**config.mk**
```make
export PLATFORM = sky130hd
export DESIGN_NAME = tks_ram
export DESIGN_NICKNAME = d
export VERILOG_FILES = /design/src/tks_ram.sv
export SDC_FILE = /design/constraint.sdc
export NUM_CORES = 2
export LEC_CHECK = 0
export BUFFER_PORTS_ARGS = -buffer_cell sky130_fd_sc_hd__buf_2
export CORE_MARGIN = 8
export CORE_UTILIZATION = 50
export DETAILED_ROUTE_END_ITERATION = 10
export GPL_ROUTABILITY_DRIVEN = 0
export PLACE_DENSITY = 0.65
export SLEW_MARGIN = 15
export SYNTH_ARGS = -nofsm -noshare
export SYNTH_HDL_FRONTEND = slang
export SYNTH_SLANG_ARGS = --single-unit
```
**constraint.sdc**
```tcl
create_clock -name clk_i -period 5.3 [get_ports clk_i]
set_input_delay 1.06 -clock clk_i [delete_from_list [all_inputs] [get_ports clk_i]]
set_output_delay 1.06 -clock clk_i [all_outputs]
set_load 0.005 [all_outputs]
```
**src/tks_ram.sv**
```systemverilog
module tks_ram #(
  parameter int unsigned Width = 32,
  parameter int unsigned Depth = 128
) (
  input  logic                     clk_i,
  input  logic                     we_i,
  input  logic [$clog2(Depth)-1:0] waddr_i,
  input  logic [Width-1:0]         wdata_i,
  input  logic [$clog2(Depth)-1:0] raddr_i,
  output logic [Width-1:0]         rdata_o
);
  logic [Width-1:0] mem_q [Depth];

  always_ff @(posedge clk_i) begin
    if (we_i) mem_q[waddr_i] <= wdata_i;
    rdata_o <= mem_q[raddr_i];
  end
endmodule

```
# ---- Yosys cells after proc, flatten, opt, wreduce, memory -nomap -nowiden
# Memories as Yosys holds them, arrays and structs flattened. A register that Yosys moved wholly into a read port is not among the register bits.
# Index checks and enable logic that the tools add are counted.
dict set report classes {
  muxes 2
}
# cell n
set op_table {}
lappend op_table {{1-bit two-way mux} 2}
dict set report word_totals {
  word_cells 3
  ramBits 4096
  inputBits 48
  mem_count 1
  register_bits 0
  out_inout_bits 32
}
# name depth word_bits read_ports rd_ports_with_merged_regs write_ports line
set mem_list {}
lappend mem_list {mem_q 128 32 1 1 1 12} ;# logic [Width-1:0] mem_q [Depth];

# ---- Logic depth before layout (Yosys ltp)
dict set report depth {
  ltp_word 2
  mapped_depth 8
  depth_no_buf 4
}

# ---- Worst setup path after synthesis
# OpenSTA, ideal clock, no wires.
dict set report synth_timing {
  path_kind {in2reg}
  start {input port we_i}
  end {memory mem_q[98][0] (enable)}
  path_stages 3
  t_arrival_ps 3838
  path_buffers 1
  t_required_ps 4839
  setup_ps 461
  setup_slack_ps 1001
  cell_sequence {clkbuf_1 -> nand4_1 -> nor3_1}
}
dict set report synth_between {
  elab_chain_len 2
}
# element line
set synth_lines {}
lappend synth_lines {{start: declaration} 6} ;# input logic we_i,
lappend synth_lines {{1-bit two-way mux} 15} ;# if (we_i) mem_q[waddr_i] <= wdata_i;
lappend synth_lines {{1-bit two-way mux (not written as such)} 15}
lappend synth_lines {{end: declaration} 12}
# No other way between the ends.

==> metrics.cfg <==
[logic_synthesis]
synth_top_family_by_area=multiplexers
synth-simple-area-share_pct=0.446
synthMuxAreaShare_pct=19.6
synthDistinctLibCells=17
synth_xor_area_share_pct=0
yosys_warnings=0
syn_nets=6038
seq_area_frac_synth_pct=79.1
syn_area_sq_um=156000
synth_area_leaders=edfxtp_1, mux4_2, clkbuf_1
syn_avg_cell_area_sq_um=26.1
yosys.area_share.adder_pct=0
postSynthCellCount=5990
yosysTopAreaCell=edfxtp_1
synth_top_area_share_pct=78.7
synth_compound_area_share_pct=0
ys_ff_latch=4128

[clocking]
cts_buffers=413
clock-sinks=4128
root_buffer=clkbuf_16
clk_pin_slew_ns=0.06
clock_path_buffers=4
cts_tree=yes
insertion_delay_ns=0.95
hold_buffers=0
ctsResizeCount=0
post-cts-setup-buffers=0
h-tree-depth=5

[global_routing]
grt_max_degree=97
track_usage_pct=24.9
antenna_found_initial=65
grt_pass1_wl_um=576000
grt_pass1_vias=71830
overflow=0

[placed_design]
dp_worst_setup_slack_ns=0.808
dpl.hpwl_um=236000
dp.cells=10227
io_buffers=79

[cells_and_area]
area_growth_pct=14.3
final_layout_size_suffix_gt1_share_pct=36.6
filler_cell_count=21766
final_core_util_pct=57.3
fin_cells=11045
final_common_cell=edfxtp_1
nets=6550
final_cell_mix=edfxtp_1, mux4_2, clkbuf_16

[hold_path]
hold_path_class=in -> reg

[pwr]
cellLeakagePower_nw=54.8
sw_frac_of_total_pct=21.2
seq_power_share_pct=52.6
clkPwrFrac_pct=42.2
intPower_mw=54.2
p_comb_share_pct=5.1
vdd_drop_max_mv=0.289
power_switching_mw=14.6
power_density_nw_per_um2=386

[setup_path]
path_class=in -> reg
r2r_slack_ns=2.63
r2r_cells=4
startpoint_type=input pin
crit_end=rdata_o[23]$_DFF_P_
r2r_start=mem_q[5][19]$_DFFE_PP_
crit_start=raddr_i[0]
crit_fanout=34
r2r_end=rdata_o[19]$_DFF_P_
cp.arrival_ns=4.39
critPathRequiredTime_ns=6.14
endpoint_kind=flop

[detailed_routing]
wirelength_um=415000
drc_errors=0
post_drt_wl_per_cell_um=37.6
met2_length_um=196000
ant_nets=0
drtPass1Iterations=5
top_layer_used=met5
num_vias=71740
wl_met3_um=45900
drt_iter0_markers=10574
wirelength_met1_um=159000
vias_per_cell=6.50

[die]
die-width_um=575
die-area_sq_um=331000
initial_utilization_pct=50.2
core_sq_um=311000
ios=80
rows=205
die_height_um=575

[status]
status=finished clean

[timing]
tightest_slew_ns=1.21
period_minus_slack_ns=3.55
min_period_over_period_pct=67.0
finalSetupTns_ns=0
final-setup-viol-count=0
slew_headroom_pct=19.3
rsz0062_at_grt=false
hold_violations=0
skew_ns=0.0652
worst_slack_ns=1.75
drv_slew=0
max_freq_ghz=0.282

[flow_run]
maxCapViolations=0

## worst min-delay path by stage
stage / slack (ns) / depth (start not counted) / startpoint / endpoint
2_1_floorplan: 1.07 / 4 / mem_q[36][0]$_DFFE_PP_ / rdata_o[0]$_DFF_P_
3_3_place_gp: 1.11 / 4 / mem_q[95][9]$_DFFE_PP_ / rdata_o[9]$_DFF_P_
3_5_place_dp: 1.12 / 4 / mem_q[52][22]$_DFFE_PP_ / rdata_o[22]$_DFF_P_
4_1_cts: 0.53 / 1 / wdata_i[11] / mem_q[8][11]$_DFFE_PP_
5_1_grt: 0.60 / 1 / wdata_i[11] / mem_q[9][11]$_DFFE_PP_
6_report: 0.60 / 1 / wdata_i[11] / mem_q[13][11]$_DFFE_PP_
## power by group through the flow
stage | clock (mW) | sequential (mW) | combinational [mW]
after floorplan | 0 | 36.8 | 1.74
after global placement | 0 | 36.9 | 3.50
after detailed placement | 0 | 36.9 | 3.55
after CTS | 29.4 | 36.2 | 3.56
after global routing | 30.6 | 36.2 | 3.68
final | 29.1 | 36.2 | 3.55
## cells in the mapped netlist, drive strengths merged
library cell and number:
or3 1, mux2 32, nand2b 2, mux4 1344, nand4 3, nor3 9
nor2b 7, buf 134, clkbuf 182, nor2 122, nand3 12, edfxtp 4096
nand2 14, dfxtp 32
## final cells by class
type / count / area, sq um / share of cell area (%)
Tap cell: 4140 / 5180 / 2.90
Clock buffer: 524 / 11000 / 6.14
Sequential cell: 4128 / 124000 / 69.2
Timing Repair Buffer: 413 / 3780 / 2.12
Multi-Input combinational cell: 1546 / 32300 / 18.1
Clock inverter: 239 / 2570 / 1.44
Antenna cell: 55 / 138 / 0.0771
## per-layer routing
layer	vias up	track usage [%]
li1	27508	-
met1	39525	35.5
met2	4126	38.8
met3	561	5.93
met4	20	7.52
met5	-	0
## sequential cells by signal, indices dropped and copies added, names as in the netlist
| register | cells |
|---|---|
| mem_q | 4096 |
| rdata_o | 32 |
## cells by family (layout without fill, tap and decap cells)
group	count (synthesis)	count (layout)
other	0	55
and+or+nand+nor	170	170
DFF	4128	4128
muxes	1376	1376
buffers and inverters	316	1176
## stage by stage
step | power [mW] | hold slack [ns] | instance area, sq um
after floorplan | 38.5 | 1.07 | 156000
after global placement | 40.4 | 1.11 | 165000
final | 68.9 | 0.601 | 179000
after CTS | 69.2 | 0.532 | 178000
after global routing | 70.5 | 0.597 | 178000
after detailed placement | 40.5 | 1.12 | 165000
## critical path, stage by stage
cell and delay, ns:
buf_12 0.34, buf_12 0.28, buf_4 0.28, buf_4 0.26
mux4_2 0.54, mux4_2 0.55, mux4_2 0.66, mux2_2 0.32
Note: power is estimated with default switching activity, not from simulation.
